===== src/hw/rtl/dtsi_pkg.sv =====
// Shared types and constants for the decimal text to scaled integer core.
// Holds the request queue entry layout, state enums and character codes.
// No dependencies.
`timescale 1ns / 1ps
`default_nettype none

package dtsi_pkg;

    localparam int VALUE_W     = 64;
    localparam int PLACES_W    = 5;
    localparam int CFG_DATA_W  = 5;
    localparam int QUEUE_DEPTH = 4;
    localparam int QPTR_W      = $clog2(QUEUE_DEPTH);

    // Configuration register indexes
    localparam logic CFG_FRACTION_PLACES = 1'b0;
    localparam logic CFG_NARROW_RESULT   = 1'b1;

    localparam logic [PLACES_W-1:0] PLACES_RESET = 5'd3;

    // Character codes
    localparam logic [7:0] CHAR_ZERO  = 8'h30;
    localparam logic [7:0] CHAR_NINE  = 8'h39;
    localparam logic [7:0] CHAR_DOT   = 8'h2E;
    localparam logic [7:0] CHAR_PLUS  = 8'h2B;
    localparam logic [7:0] CHAR_MINUS = 8'h2D;
    localparam logic [7:0] CHAR_SPACE = 8'h20;
    localparam logic [7:0] CHAR_TAB   = 8'h09;
    localparam logic [7:0] CHAR_CR    = 8'h0D;

    typedef enum logic [1:0] {
        PS_OK      = 2'd0,
        PS_INVALID = 2'd1,
        PS_RANGE   = 2'd2
    } status_t;

    typedef enum logic [1:0] {
        ST_WS      = 2'd0,
        ST_SIGN    = 2'd1,
        ST_DIGITS  = 2'd2,
        ST_STOPPED = 2'd3
    } stage_t;

    typedef enum logic [1:0] {
        BK_RUN,
        BK_PAD,
        BK_DONE
    } bk_state_t;

    // One unit of work for the arithmetic side
    typedef struct packed {
        logic                has_digit;
        logic [3:0]          digit;
        logic                finish;
        logic                discard;
        logic [PLACES_W-1:0] pad;
        logic                invalid;
        logic                neg;
    } qent_t;

endpackage

`default_nettype wire


===== src/hw/rtl/dtsi_front.sv =====
// Front end: accepts characters, tracks the parse phase and emits digit
// and finish requests into the queue. Depends on dtsi_pkg.
`timescale 1ns / 1ps
`default_nettype none

module dtsi_front
(
    input  wire logic                          clk,
    input  wire logic                          rst_n,
    input  wire logic                          in_valid,
    output logic                               in_stall,
    input  wire logic [7:0]                    text_char,
    input  wire logic                          last_char,
    input  wire logic                          empty_text,
    input  wire logic [dtsi_pkg::PLACES_W-1:0] fraction_places,
    output logic                               q_push,
    output dtsi_pkg::qent_t                    q_entry,
    input  wire logic                          q_full
);
    import dtsi_pkg::*;

    stage_t              stage_reg, stage_next, stage_step;
    logic                frac_reg, frac_next, frac_step;
    logic [PLACES_W-1:0] fcount_reg, fcount_next, fcount_step;
    logic                neg_reg, neg_next, neg_step;
    logic                inv_reg, inv_next, inv_step;

    logic                accept;
    logic                is_digit, is_dot, is_space, is_sign, skip;
    logic [PLACES_W-1:0] pad_calc;

    assign in_stall = q_full;
    assign accept   = in_valid && !q_full;

    always_comb
    begin
        is_digit = (text_char >= CHAR_ZERO) && (text_char <= CHAR_NINE);
        is_dot   = (text_char == CHAR_DOT);
        is_space = (text_char == CHAR_SPACE)
                   || ((text_char >= CHAR_TAB) && (text_char <= CHAR_CR));
        is_sign  = (text_char == CHAR_PLUS) || (text_char == CHAR_MINUS);
        skip     = (stage_reg == ST_STOPPED) || (frac_reg && (fcount_reg >= fraction_places));
    end

    // Next parse state
    always_comb
    begin
        stage_step  = stage_reg;
        frac_step   = frac_reg;
        fcount_step = fcount_reg;
        neg_step    = neg_reg;
        inv_step    = inv_reg;
        if (!skip)
        begin
            priority if (is_digit)
            begin
                stage_step = ST_DIGITS;
                if (frac_reg)
                    fcount_step = fcount_reg + 1'b1;
            end
            else if (is_dot && !frac_reg)
                frac_step = 1'b1;
            else if ((stage_reg == ST_WS) && is_space)
            begin
                if (frac_reg)
                    fcount_step = fcount_reg + 1'b1;
            end
            else if ((stage_reg == ST_WS) && is_sign)
            begin
                neg_step   = (text_char == CHAR_MINUS);
                stage_step = ST_SIGN;
                if (frac_reg)
                    fcount_step = fcount_reg + 1'b1;
            end
            else
            begin
                if (stage_reg != ST_DIGITS)
                    inv_step = 1'b1;
                stage_step = ST_STOPPED;
            end
        end

        priority if (accept && (empty_text || last_char))
        begin
            stage_next  = ST_WS;
            frac_next   = 1'b0;
            fcount_next = '0;
            neg_next    = 1'b0;
            inv_next    = 1'b0;
        end
        else if (accept)
        begin
            stage_next  = stage_step;
            frac_next   = frac_step;
            fcount_next = fcount_step;
            neg_next    = neg_step;
            inv_next    = inv_step;
        end
        else
        begin
            stage_next  = stage_reg;
            frac_next   = frac_reg;
            fcount_next = fcount_reg;
            neg_next    = neg_reg;
            inv_next    = inv_reg;
        end
    end

    // Request to the back end
    always_comb
    begin
        pad_calc = (fraction_places > fcount_step) ? (fraction_places - fcount_step) : '0;
        q_entry  = '0;
        if (empty_text)
        begin
            q_entry.discard = 1'b1;
            q_entry.finish  = 1'b1;
            q_entry.pad     = fraction_places;
            q_entry.invalid = (fraction_places == '0);
        end
        else
        begin
            q_entry.has_digit = !skip && is_digit;
            q_entry.digit     = 4'(text_char - CHAR_ZERO);
            q_entry.finish    = last_char;
            q_entry.pad       = pad_calc;
            q_entry.invalid   = inv_step
                                || (((stage_step == ST_WS) || (stage_step == ST_SIGN))
                                    && (pad_calc == '0));
            q_entry.neg       = neg_step;
        end
        q_push = accept && (empty_text || last_char || q_entry.has_digit);
    end

    always_ff @(posedge clk or negedge rst_n)
    begin
        if (!rst_n)
        begin
            stage_reg  <= ST_WS;
            frac_reg   <= 1'b0;
            fcount_reg <= '0;
            neg_reg    <= 1'b0;
            inv_reg    <= 1'b0;
        end
        else
        begin
            stage_reg  <= stage_next;
            frac_reg   <= frac_next;
            fcount_reg <= fcount_next;
            neg_reg    <= neg_next;
            inv_reg    <= inv_next;
        end
    end

endmodule

`default_nettype wire


===== src/hw/rtl/dtsi_queue.sv =====
// Short request queue between the front end and the arithmetic back end.
// Depends on dtsi_pkg for the entry type and depth.
`timescale 1ns / 1ps
`default_nettype none

module dtsi_queue
(
    input  wire logic            clk,
    input  wire logic            rst_n,
    input  wire logic            push,
    input  wire dtsi_pkg::qent_t push_entry,
    output logic                 full,
    input  wire logic            pop,
    output dtsi_pkg::qent_t      head,
    output logic                 not_empty
);
    import dtsi_pkg::*;

    qent_t             mem_reg [QUEUE_DEPTH];
    logic [QPTR_W-1:0] wr_ptr_reg, wr_ptr_next;
    logic [QPTR_W-1:0] rd_ptr_reg, rd_ptr_next;
    logic [QPTR_W:0]   count_reg, count_next;

    assign full      = (count_reg == (QPTR_W+1)'(QUEUE_DEPTH));
    assign not_empty = (count_reg != '0);
    assign head      = mem_reg[rd_ptr_reg];

    always_comb
    begin
        wr_ptr_next = push ? wr_ptr_reg + 1'b1 : wr_ptr_reg;
        rd_ptr_next = pop ? rd_ptr_reg + 1'b1 : rd_ptr_reg;
        count_next  = count_reg + (QPTR_W+1)'(push) - (QPTR_W+1)'(pop);
    end

    always_ff @(posedge clk)
    begin
        if (push)
            mem_reg[wr_ptr_reg] <= push_entry;
    end

    always_ff @(posedge clk or negedge rst_n)
    begin
        if (!rst_n)
        begin
            wr_ptr_reg <= '0;
            rd_ptr_reg <= '0;
            count_reg  <= '0;
        end
        else
        begin
            wr_ptr_reg <= wr_ptr_next;
            rd_ptr_reg <= rd_ptr_next;
            count_reg  <= count_next;
        end
    end

endmodule

`default_nettype wire


===== src/hw/rtl/dtsi_back.sv =====
// Back end: multiply-by-ten accumulator with range check, zero padding
// sequencer and registered result stage. Depends on dtsi_pkg.
`timescale 1ns / 1ps
`default_nettype none

module dtsi_back
#(
    parameter int RESULT_WIDTH = 64
)
(
    input  wire logic                         clk,
    input  wire logic                         rst_n,
    input  wire logic                         narrow_result,
    input  wire logic                         q_valid,
    input  wire dtsi_pkg::qent_t              q_head,
    output logic                              q_pop,
    output logic                              out_valid,
    input  wire logic                         out_stall,
    output logic signed [dtsi_pkg::VALUE_W-1:0] scaled_value,
    output dtsi_pkg::status_t                 parse_status
);
    import dtsi_pkg::*;

    localparam int EXT_W = RESULT_WIDTH + 4;

    bk_state_t                 state_reg, state_next;
    logic [RESULT_WIDTH-1:0]   acc_reg, acc_next;
    logic                      ovf_reg, ovf_next;
    logic [PLACES_W-1:0]       pad_reg, pad_next;
    logic                      neg_reg, neg_next;
    logic                      inv_reg, inv_next;
    logic                      out_valid_reg, out_valid_next;
    logic signed [VALUE_W-1:0] out_value_reg, out_value_next;
    status_t                   out_status_reg, out_status_next;

    // Shared multiply-add unit
    logic [RESULT_WIDTH-1:0]   mac_acc;
    logic                      mac_ovf;
    logic [3:0]                mac_digit;
    logic                      mac_neg;
    logic [EXT_W-1:0]          mac_top, mac_lim, mac_prod;
    logic [RESULT_WIDTH-1:0]   mac_acc_out;
    logic                      mac_ovf_out;

    logic                      out_free;
    logic signed [RESULT_WIDTH-1:0] signed_acc;

    assign out_free     = !out_valid_reg || !out_stall;
    assign out_valid    = out_valid_reg;
    assign scaled_value = out_value_reg;
    assign parse_status = out_status_reg;

    always_comb
    begin
        if (state_reg == BK_PAD)
        begin
            mac_acc   = acc_reg;
            mac_ovf   = ovf_reg;
            mac_digit = '0;
            mac_neg   = neg_reg;
        end
        else
        begin
            mac_acc   = q_head.discard ? '0 : acc_reg;
            mac_ovf   = q_head.discard ? 1'b0 : ovf_reg;
            mac_digit = q_head.digit;
            mac_neg   = q_head.neg;
        end
        mac_top  = narrow_result ? (EXT_W'(1) << 31) : (EXT_W'(1) << (RESULT_WIDTH - 1));
        mac_lim  = mac_neg ? mac_top : (mac_top - 1'b1);
        mac_prod = (EXT_W'(mac_acc) << 3) + (EXT_W'(mac_acc) << 1) + EXT_W'(mac_digit);
        mac_ovf_out = mac_ovf || (mac_prod > mac_lim);
        mac_acc_out = mac_ovf_out ? mac_acc : mac_prod[RESULT_WIDTH-1:0];
    end

    // Next state
    always_comb
    begin
        state_next = state_reg;
        unique case (state_reg)
            BK_RUN:
                if (q_valid && q_head.finish)
                    state_next = (q_head.pad != '0) ? BK_PAD : BK_DONE;
            BK_PAD:
                if (pad_reg == PLACES_W'(1))
                    state_next = BK_DONE;
            BK_DONE:
                if (out_free)
                    state_next = BK_RUN;
            default:
                state_next = BK_RUN;
        endcase
    end

    // Datapath control
    always_comb
    begin
        q_pop           = 1'b0;
        acc_next        = acc_reg;
        ovf_next        = ovf_reg;
        pad_next        = pad_reg;
        neg_next        = neg_reg;
        inv_next        = inv_reg;
        out_valid_next  = out_valid_reg && out_stall;
        out_value_next  = out_value_reg;
        out_status_next = out_status_reg;
        signed_acc      = neg_reg ? -$signed(acc_reg) : $signed(acc_reg);
        unique case (state_reg)
            BK_RUN:
                if (q_valid)
                begin
                    q_pop = 1'b1;
                    if (q_head.has_digit)
                    begin
                        acc_next = mac_acc_out;
                        ovf_next = mac_ovf_out;
                    end
                    else
                    begin
                        acc_next = mac_acc;
                        ovf_next = mac_ovf;
                    end
                    if (q_head.finish)
                    begin
                        pad_next = q_head.pad;
                        neg_next = q_head.neg;
                        inv_next = q_head.invalid;
                    end
                end
            BK_PAD:
            begin
                acc_next = mac_acc_out;
                ovf_next = mac_ovf_out;
                pad_next = pad_reg - 1'b1;
            end
            BK_DONE:
                if (out_free)
                begin
                    out_valid_next = 1'b1;
                    priority if (inv_reg)
                    begin
                        out_value_next  = '0;
                        out_status_next = PS_INVALID;
                    end
                    else if (ovf_reg)
                    begin
                        out_value_next  = '0;
                        out_status_next = PS_RANGE;
                    end
                    else
                    begin
                        out_value_next  = VALUE_W'(signed_acc);
                        out_status_next = PS_OK;
                    end
                    // Start the next text from a clean accumulator
                    acc_next = '0;
                    ovf_next = 1'b0;
                end
            default:
            begin
                acc_next = acc_reg;
            end
        endcase
    end

    always_ff @(posedge clk or negedge rst_n)
    begin
        if (!rst_n)
        begin
            state_reg     <= BK_RUN;
            acc_reg       <= '0;
            ovf_reg       <= 1'b0;
            pad_reg       <= '0;
            neg_reg       <= 1'b0;
            inv_reg       <= 1'b0;
            out_valid_reg <= 1'b0;
        end
        else
        begin
            state_reg     <= state_next;
            acc_reg       <= acc_next;
            ovf_reg       <= ovf_next;
            pad_reg       <= pad_next;
            neg_reg       <= neg_next;
            inv_reg       <= inv_next;
            out_valid_reg <= out_valid_next;
        end
    end

    always_ff @(posedge clk)
    begin
        out_value_reg  <= out_value_next;
        out_status_reg <= out_status_next;
    end

endmodule

`default_nettype wire


===== src/hw/rtl/decimal_text_to_scaled_integer_core.sv =====
// Top level of the decimal text to scaled integer core: configuration
// registers, front end, request queue and arithmetic back end.
// Depends on dtsi_pkg, dtsi_front, dtsi_queue, dtsi_back.
//
//  channel  | handshake           | payload
//  ---------+---------------------+--------------------------------------
//  input    | in_valid / in_stall | text_char, last_char, empty_text
//  output   | out_valid/out_stall | scaled_value, parse_status
//  config   | cfg_wr_en           | cfg_index, cfg_data
//
// One character is taken per cycle while the four-entry queue has room.
// After its last character the back end appends pad zero digits to each text,
// pad being the missing fraction places (0..31): one multiply-by-ten per cycle.
// Reset clears parse state, queue and result valid; fraction_places resets to 3.
// A stalled result holds in the output register while characters keep flowing
// until the queue fills.
`timescale 1ns / 1ps
`default_nettype none

module decimal_text_to_scaled_integer_core
#(
    parameter int RESULT_WIDTH = 64
)
(
    input  wire logic                              clk,
    input  wire logic                              rst_n,
    input  wire logic                              cfg_wr_en,
    input  wire logic                              cfg_index,
    input  wire logic [dtsi_pkg::CFG_DATA_W-1:0]   cfg_data,
    input  wire logic                              in_valid,
    output logic                                   in_stall,
    input  wire logic [7:0]                        text_char,
    input  wire logic                              last_char,
    input  wire logic                              empty_text,
    output logic                                   out_valid,
    input  wire logic                              out_stall,
    output logic signed [dtsi_pkg::VALUE_W-1:0]    scaled_value,
    output logic [1:0]                             parse_status
);
    import dtsi_pkg::*;

    logic [PLACES_W-1:0] fraction_places_reg, fraction_places_next;
    logic                narrow_result_reg, narrow_result_next;

    logic    q_push, q_full, q_pop, q_not_empty;
    qent_t   q_entry, q_head;
    status_t status;

    assign parse_status = status;

    always_comb
    begin
        fraction_places_next = fraction_places_reg;
        narrow_result_next   = narrow_result_reg;
        if (cfg_wr_en)
        begin
            unique case (cfg_index)
                CFG_FRACTION_PLACES: fraction_places_next = cfg_data[PLACES_W-1:0];
                CFG_NARROW_RESULT:   narrow_result_next   = cfg_data[0];
                default:             fraction_places_next = fraction_places_reg;
            endcase
        end
    end

    always_ff @(posedge clk or negedge rst_n)
    begin
        if (!rst_n)
        begin
            fraction_places_reg <= PLACES_RESET;
            narrow_result_reg   <= 1'b0;
        end
        else
        begin
            fraction_places_reg <= fraction_places_next;
            narrow_result_reg   <= narrow_result_next;
        end
    end

    dtsi_front u_front
    (
        .clk             (clk),
        .rst_n           (rst_n),
        .in_valid        (in_valid),
        .in_stall        (in_stall),
        .text_char       (text_char),
        .last_char       (last_char),
        .empty_text      (empty_text),
        .fraction_places (fraction_places_reg),
        .q_push          (q_push),
        .q_entry         (q_entry),
        .q_full          (q_full)
    );

    dtsi_queue u_queue
    (
        .clk        (clk),
        .rst_n      (rst_n),
        .push       (q_push),
        .push_entry (q_entry),
        .full       (q_full),
        .pop        (q_pop),
        .head       (q_head),
        .not_empty  (q_not_empty)
    );

    dtsi_back #(
        .RESULT_WIDTH (RESULT_WIDTH)
    ) u_back
    (
        .clk           (clk),
        .rst_n         (rst_n),
        .narrow_result (narrow_result_reg),
        .q_valid       (q_not_empty),
        .q_head        (q_head),
        .q_pop         (q_pop),
        .out_valid     (out_valid),
        .out_stall     (out_stall),
        .scaled_value  (scaled_value),
        .parse_status  (status)
    );

    // Front never writes into a full queue
    a_no_push_full: assert property (@(posedge clk) disable iff (!rst_n)
        q_push |-> !q_full)
        else $error("request pushed into full queue");

    // Back never takes from an empty queue
    a_no_pop_empty: assert property (@(posedge clk) disable iff (!rst_n)
        q_pop |-> q_not_empty)
        else $error("request popped from empty queue");

    // Error results carry a zero value
    a_error_zero: assert property (@(posedge clk) disable iff (!rst_n)
        (out_valid && (status != PS_OK)) |-> (scaled_value == '0))
        else $error("error result with nonzero value");

endmodule

`default_nettype wire


===== config.mk =====
export PLATFORM = sky130hd
export DESIGN_NAME = decimal_text_to_scaled_integer_core
export DESIGN_NICKNAME = d
export VERILOG_FILES = /design/src/hw/rtl/dtsi_pkg.sv /design/src/hw/rtl/dtsi_front.sv /design/src/hw/rtl/dtsi_queue.sv /design/src/hw/rtl/dtsi_back.sv /design/src/hw/rtl/decimal_text_to_scaled_integer_core.sv
export SDC_FILE = /design/constraint.sdc
export NUM_CORES = 1
export LEC_CHECK = 0
export BUFFER_PORTS_ARGS = -buffer_cell sky130_fd_sc_hd__buf_2
export CORE_MARGIN = 2
export CORE_UTILIZATION = 50
export CTS_CLUSTER_SIZE = 40
export DETAILED_ROUTE_END_ITERATION = 16
export PLACE_DENSITY = 0.65
export SLEW_MARGIN = 20
export SYNTH_ARGS = -nofsm -noshare
export SYNTH_HDL_FRONTEND = slang
export SYNTH_HIERARCHICAL = 1
export SYNTH_SLANG_ARGS = --single-unit

===== constraint.sdc =====
create_clock -name clk -period 13.64 [get_ports clk]
set_input_delay 0 -clock clk [delete_from_list [all_inputs] [get_ports clk]]
set_output_delay 0 -clock clk [all_outputs]
set_load 0.1 [all_outputs]

==> flow_results.org <==
** Placement
- After legalization and detailed placement, the total HPWL measured 35,300 µm.
- During placement, the flow inserted port buffers numbering 88.
- Worst setup slack after placement :: around 4.5 ns
- Final estimated routing congestion in global placement :: 0.917
- Cell area reported after detailed placement :: 0.0182 mm²

** Power and ir drop
- The analysis attributes to net switching a power of about 2100 µW.
- Flop pwr share :: 0.252
- Internal power comes to 1950 µW.
- Total leakage power :: 0.00904 µW
- Worst VDD drop :: 209 µV
- The share of total power dissipated in the clock network is 0.176.
- In this run the power density over the cells is approximately 210 mW/mm².
- Of the total power, the share spent switching nets is 0.524.
- The share of total power dissipated in combinational logic is 0.572.

** Logic synthesis
- Sequential fraction of the synthesis area :: 0.349
- The synthesized design contains 220 register bits.
- Among all flip-flop cells after synthesis, the most frequent one is sky130_fd_sc_hd__edfxtp_1.
- The cell count after synthesis came out at 1,781.
- The mapped netlist covers 0.0175 mm².
- Post-Synthesis Mean Instance Area :: between 9 and 10 µm²
- Number of distinct standard cells referenced by the synthesized netlist :: 99
- Total of warnings raised by yosys :: 6
- Counting flops with a built-in enable in the synthesized netlist gives 122.
- In the synthesized netlist the async set-or-reset flop fraction comes to 0.445.
- Net count of the mapped netlist :: 2,023

** Timing
- At the pin with the least slew margin, the transition time is 0.928 ns.
- Dividing the final minimum period by the clock period gives 0.676.
- For the final routed database, the setup TNS stands at 0 ns.
- Final worst setup slack :: 4.42 ns
- Final worst path period need :: between 9 and 10 ns
- Final count of hold timing violations :: 0
- Across all hold checks on the routed design, the worst slack comes to 0.0753 ns.
- Unrepaired setup endpoints after global routing :: no
- Finish-stage setup viols :: 0
- Clock skew on the completed layout was measured at 0.0137 ns.
- Achievable Freq :: 0.108 GHz
- Measured against its own limit, the worst slew margin works out to 0.381.
- The number of slew-limit violations in the final report came to 0.

** Routing
- Initial detailed-routing violation count :: 959
- The final layout contains routed wiring with a total length of 48,000 µm.
- In the routed design, unresolved DRC markers number 0.
- The routed design uses 22,600 µm of met2 wire.
- Count of TritonRoute iterations in the first routing pass :: 5
- After detailed routing, the number of vias per cell comes to 6.19.
- After detailed routing, no signal wire sits above met4.
- In the final routing, the length of wire on met1 measures roughly 21,000 µm.
- In the final routed layout, each cell accounts on average for 20.6 µm.
- Wire segments on met3 add up to 2520 µm in the final route.
- The count of nets left with antenna violations once routing finished came out at 0.
- Total number of vias :: 14,405

** Critical path
- Req. time, crit path :: 14.08 ns
- FF-to-FF Start :: u_queue/rd_ptr_reg[0]
- Worst path buffer plus inverter count :: 2
- Among cell families on the critical path, the largest total delay comes from simple AND/OR/NAND/NOR gates.
- Along the worst path, the maximum fanout reaches 66.
- STA classifies the critical path endpoint as a flop.
- Critical Path Max Stage Delay :: 0.93 ns
- Slowest cell on the critical path :: sky130_fd_sc_hd__dfrtp_1
- The critical path starts at u_queue/rd_ptr_reg[0].
- Setup slack, reg-to-reg :: around 4.4 ns
- Data arrival time of the worst path :: 9.66 ns
- WP depth :: 27
- Classification of the worst setup path :: flop to flop
- Worst setup SP type :: flop
- Counting cells, the worst reg-to-reg path comes to 27.

** Clocking
- Worst-path clk slew :: 0.06 ns
- H-Tree Depth :: 1
- Clock insertion delay at the later pin of the skew report :: 0.56 ns
- Once the clock tree was built, the resizer swapped 0 gates to a different size.
- TritonCTS built the clock tree.
- The tree built by TritonCTS fans out to 220 sinks.
- Maximum root-to-sink buffer count :: 3
- Clock tree synthesis inserted a total of 26 buffers.
- Clock root cell :: sky130_fd_sc_hd__clkbuf_16

** Cells and area
- Fraction of layout instances using a drive strength above 1 :: 0.107
- At the end of the flow, the number of nets in the layout was 2,096.
- 0 antenna diodes ended up in the layout.
- Relative area change from synthesis to final layout :: 10.7%
- Final standard cell area without fillers :: about 0.019 mm²

** Global routing
- Maximum number of pins on one net before global-route repair :: 67
- Number of global-route vias before repair :: 14,239
- The first global-routing pass estimated 77,000 µm of wire.
- Global-route congestion overflow total :: 0
- Global router's overall resource usage :: 0.265
- Number of antenna violations at the first check in global routing :: 0

** Floorplanning
- Placeable core area :: 0.0345 mm²
- After floorplanning, the core was divided into 68 placement rows.
- 89 I/O pins were placed.
- For this configuration, the core starts out at a cell density of 0.507.
- Chip Height :: about 190 µm
- Die Width :: roughly 190 µm
- Die outline area :: 0.0366 mm²

** Min path
- The tightest min-delay check is of the input pin to flop type.
- Instance count along the most critical hold path :: 5
- The startpoint identified for the worst hold timing path is text_char[6].

** Run
- Across the run, the number of max-cap violations was 0.

** Outcome
- The flow ran to the end, and the final reports show no timing, DRC or antenna violations.
==> layout by cell type (no fill, tap or decap), types with 28 or more instances in the layout <==
master | Yosys | routed
sky130_fd_sc_hd__dlygate4sd3_1 | 0 | 28
sky130_fd_sc_hd__inv_1 | 49 | 49
sky130_fd_sc_hd__nand2_1 | 117 | 117
sky130_fd_sc_hd__ha_1 | 218 | 218
sky130_fd_sc_hd__xnor2_1 | 46 | 46
sky130_fd_sc_hd__a21oi_1 | 119 | 119
sky130_fd_sc_hd__nor2b_1 | 81 | 80
sky130_fd_sc_hd__o21ai_0 | 68 | 67
sky130_fd_sc_hd__nor2_1 | 146 | 146
sky130_fd_sc_hd__a21o_1 | 41 | 41
sky130_fd_sc_hd__dfrtp_1 | 96 | 95
sky130_fd_sc_hd__edfxtp_1 | 122 | 122
sky130_fd_sc_hd__xor2_1 | 89 | 89
sky130_fd_sc_hd__nand4_1 | 41 | 41
sky130_fd_sc_hd__nand3_1 | 45 | 45
sky130_fd_sc_hd__a32o_1 | 62 | 62
sky130_fd_sc_hd__buf_2 | 13 | 87
==> cell usage after synthesis, types with 4 or more instances <==
library cell	count	area share
sky130_fd_sc_hd__nand2b_1	12	0.0043
sky130_fd_sc_hd__xor2_1	89	0.044
sky130_fd_sc_hd__o21ai_0	68	0.019
sky130_fd_sc_hd__o21a_1	8	0.0034
sky130_fd_sc_hd__and3_1	15	0.0054
sky130_fd_sc_hd__ha_1	218	0.16
sky130_fd_sc_hd__edfxtp_1	122	0.21
sky130_fd_sc_hd__nor3_1	24	0.0069
sky130_fd_sc_hd__and2_1	10	0.0036
sky130_fd_sc_hd__nand2_1	117	0.025
sky130_fd_sc_hd__nand4_1	41	0.015
sky130_fd_sc_hd__o22ai_1	9	0.0032
sky130_fd_sc_hd__a221o_1	4	0.0023
sky130_fd_sc_hd__nand3_1	45	0.013
sky130_fd_sc_hd__mux4_2	8	0.010
sky130_fd_sc_hd__mux2_2	9	0.0058
sky130_fd_sc_hd__or4_1	12	0.0051
sky130_fd_sc_hd__nor4_1	9	0.0032
sky130_fd_sc_hd__o21bai_1	20	0.0086
sky130_fd_sc_hd__a211oi_1	11	0.0047
sky130_fd_sc_hd__clkbuf_1	51	0.011
sky130_fd_sc_hd__or2_2	5	0.0018
sky130_fd_sc_hd__o31ai_1	23	0.0099
sky130_fd_sc_hd__dfrtp_1	96	0.14
sky130_fd_sc_hd__a21oi_1	119	0.034
sky130_fd_sc_hd__mux4_1	6	0.0090
sky130_fd_sc_hd__mux2i_1	6	0.0034
sky130_fd_sc_hd__o211ai_1	13	0.0056
sky130_fd_sc_hd__nor3b_1	4	0.0017
sky130_fd_sc_hd__o21ai_1	17	0.0049
sky130_fd_sc_hd__a211o_1	4	0.0020
sky130_fd_sc_hd__o41ai_1	10	0.0050
sky130_fd_sc_hd__inv_1	49	0.010
sky130_fd_sc_hd__or3_1	12	0.0043
sky130_fd_sc_hd__a41oi_1	4	0.0020
sky130_fd_sc_hd__a32o_1	62	0.035
sky130_fd_sc_hd__nor2_1	146	0.031
sky130_fd_sc_hd__xnor2_1	46	0.023
sky130_fd_sc_hd__buf_2	13	0.0037
sky130_fd_sc_hd__a31oi_1	13	0.0046
sky130_fd_sc_hd__a22o_1	7	0.0035
sky130_fd_sc_hd__buf_6	11	0.0071
sky130_fd_sc_hd__a21o_1	41	0.018
sky130_fd_sc_hd__buf_1	6	0.0013
sky130_fd_sc_hd__nor2b_1	81	0.029
==> kinds of logic (layout without fill, tap and decap cells) <==
group,Yosys count,in the layout,share of synthesized area
AO/OA/AOI/OAI,476,476,0.191
multiplexers,29,29,0.0285
AND/OR/NAND/NOR,565,565,0.168
XOR/XNOR,135,135,0.0675
adder cells (fa/ha/maj),221,221,0.159
buffers and inverters,135,228,0.0361
flip-flops,220,220,0.349
==> per-stage QoR <==
step	util	total power, µW	std cells
after floorplan	-	2830	1781
after global placement	0.527	3300	2252
after detailed placement	0.527	3360	2252
after CTS	0.562	4100	2329
after global routing	0.562	4350	2329
final	0.562	4090	2329
==> timing repair <==
action	4_1_cts	5_1_grt
buffers inserted	0	0
hold buffers	29	0
hold endpoints to repair	71	0
==> final timing paths <==
check	endpoint
worst max register to register	u_back/acc_reg[8]
max in group asynchronous	u_back/neg_reg
worst min register to register	u_queue/count_reg[2]
worst min-delay path	u_front/frac_reg
min in group asynchronous	u_queue/count_reg[1]
worst max-delay path	u_back/acc_reg[8]
==> worst min-delay path, stage by stage <==
cell	delay, ns
sky130_fd_sc_hd__buf_2	0.10
sky130_fd_sc_hd__nor4b_2	0.05
sky130_fd_sc_hd__and3_1	0.21
sky130_fd_sc_hd__a31oi_1	0.18
sky130_fd_sc_hd__a21oi_1	0.05
==> per-layer routing <==
metal / track usage / vias up
met5: 0 / -
met4: 0.0929 / 0
met3: 0.0369 / 96
met2: 0.445 / 408
met1: 0.350 / 7009
li1: - / 6892
==> power by group through the flow <==
stage	combinational [µW]	sequential, µW	clock (µW)
after floorplan	1300	1540	0
after global placement	2260	1040	0
after detailed placement	2310	1050	0
after CTS	2330	1040	737
after global routing	2530	1060	761
final	2340	1030	720
==> cell type report <==
cell class	instances	area [µm²]
inverter	50	188
multi-input combinational	1426	10800
timing repair buffer	130	841
clock buffer	30	686
clock inverter	18	195
sequential	220	6120
fill	3096	15100
tap	455	569
(Power assumes the default switching activity.)
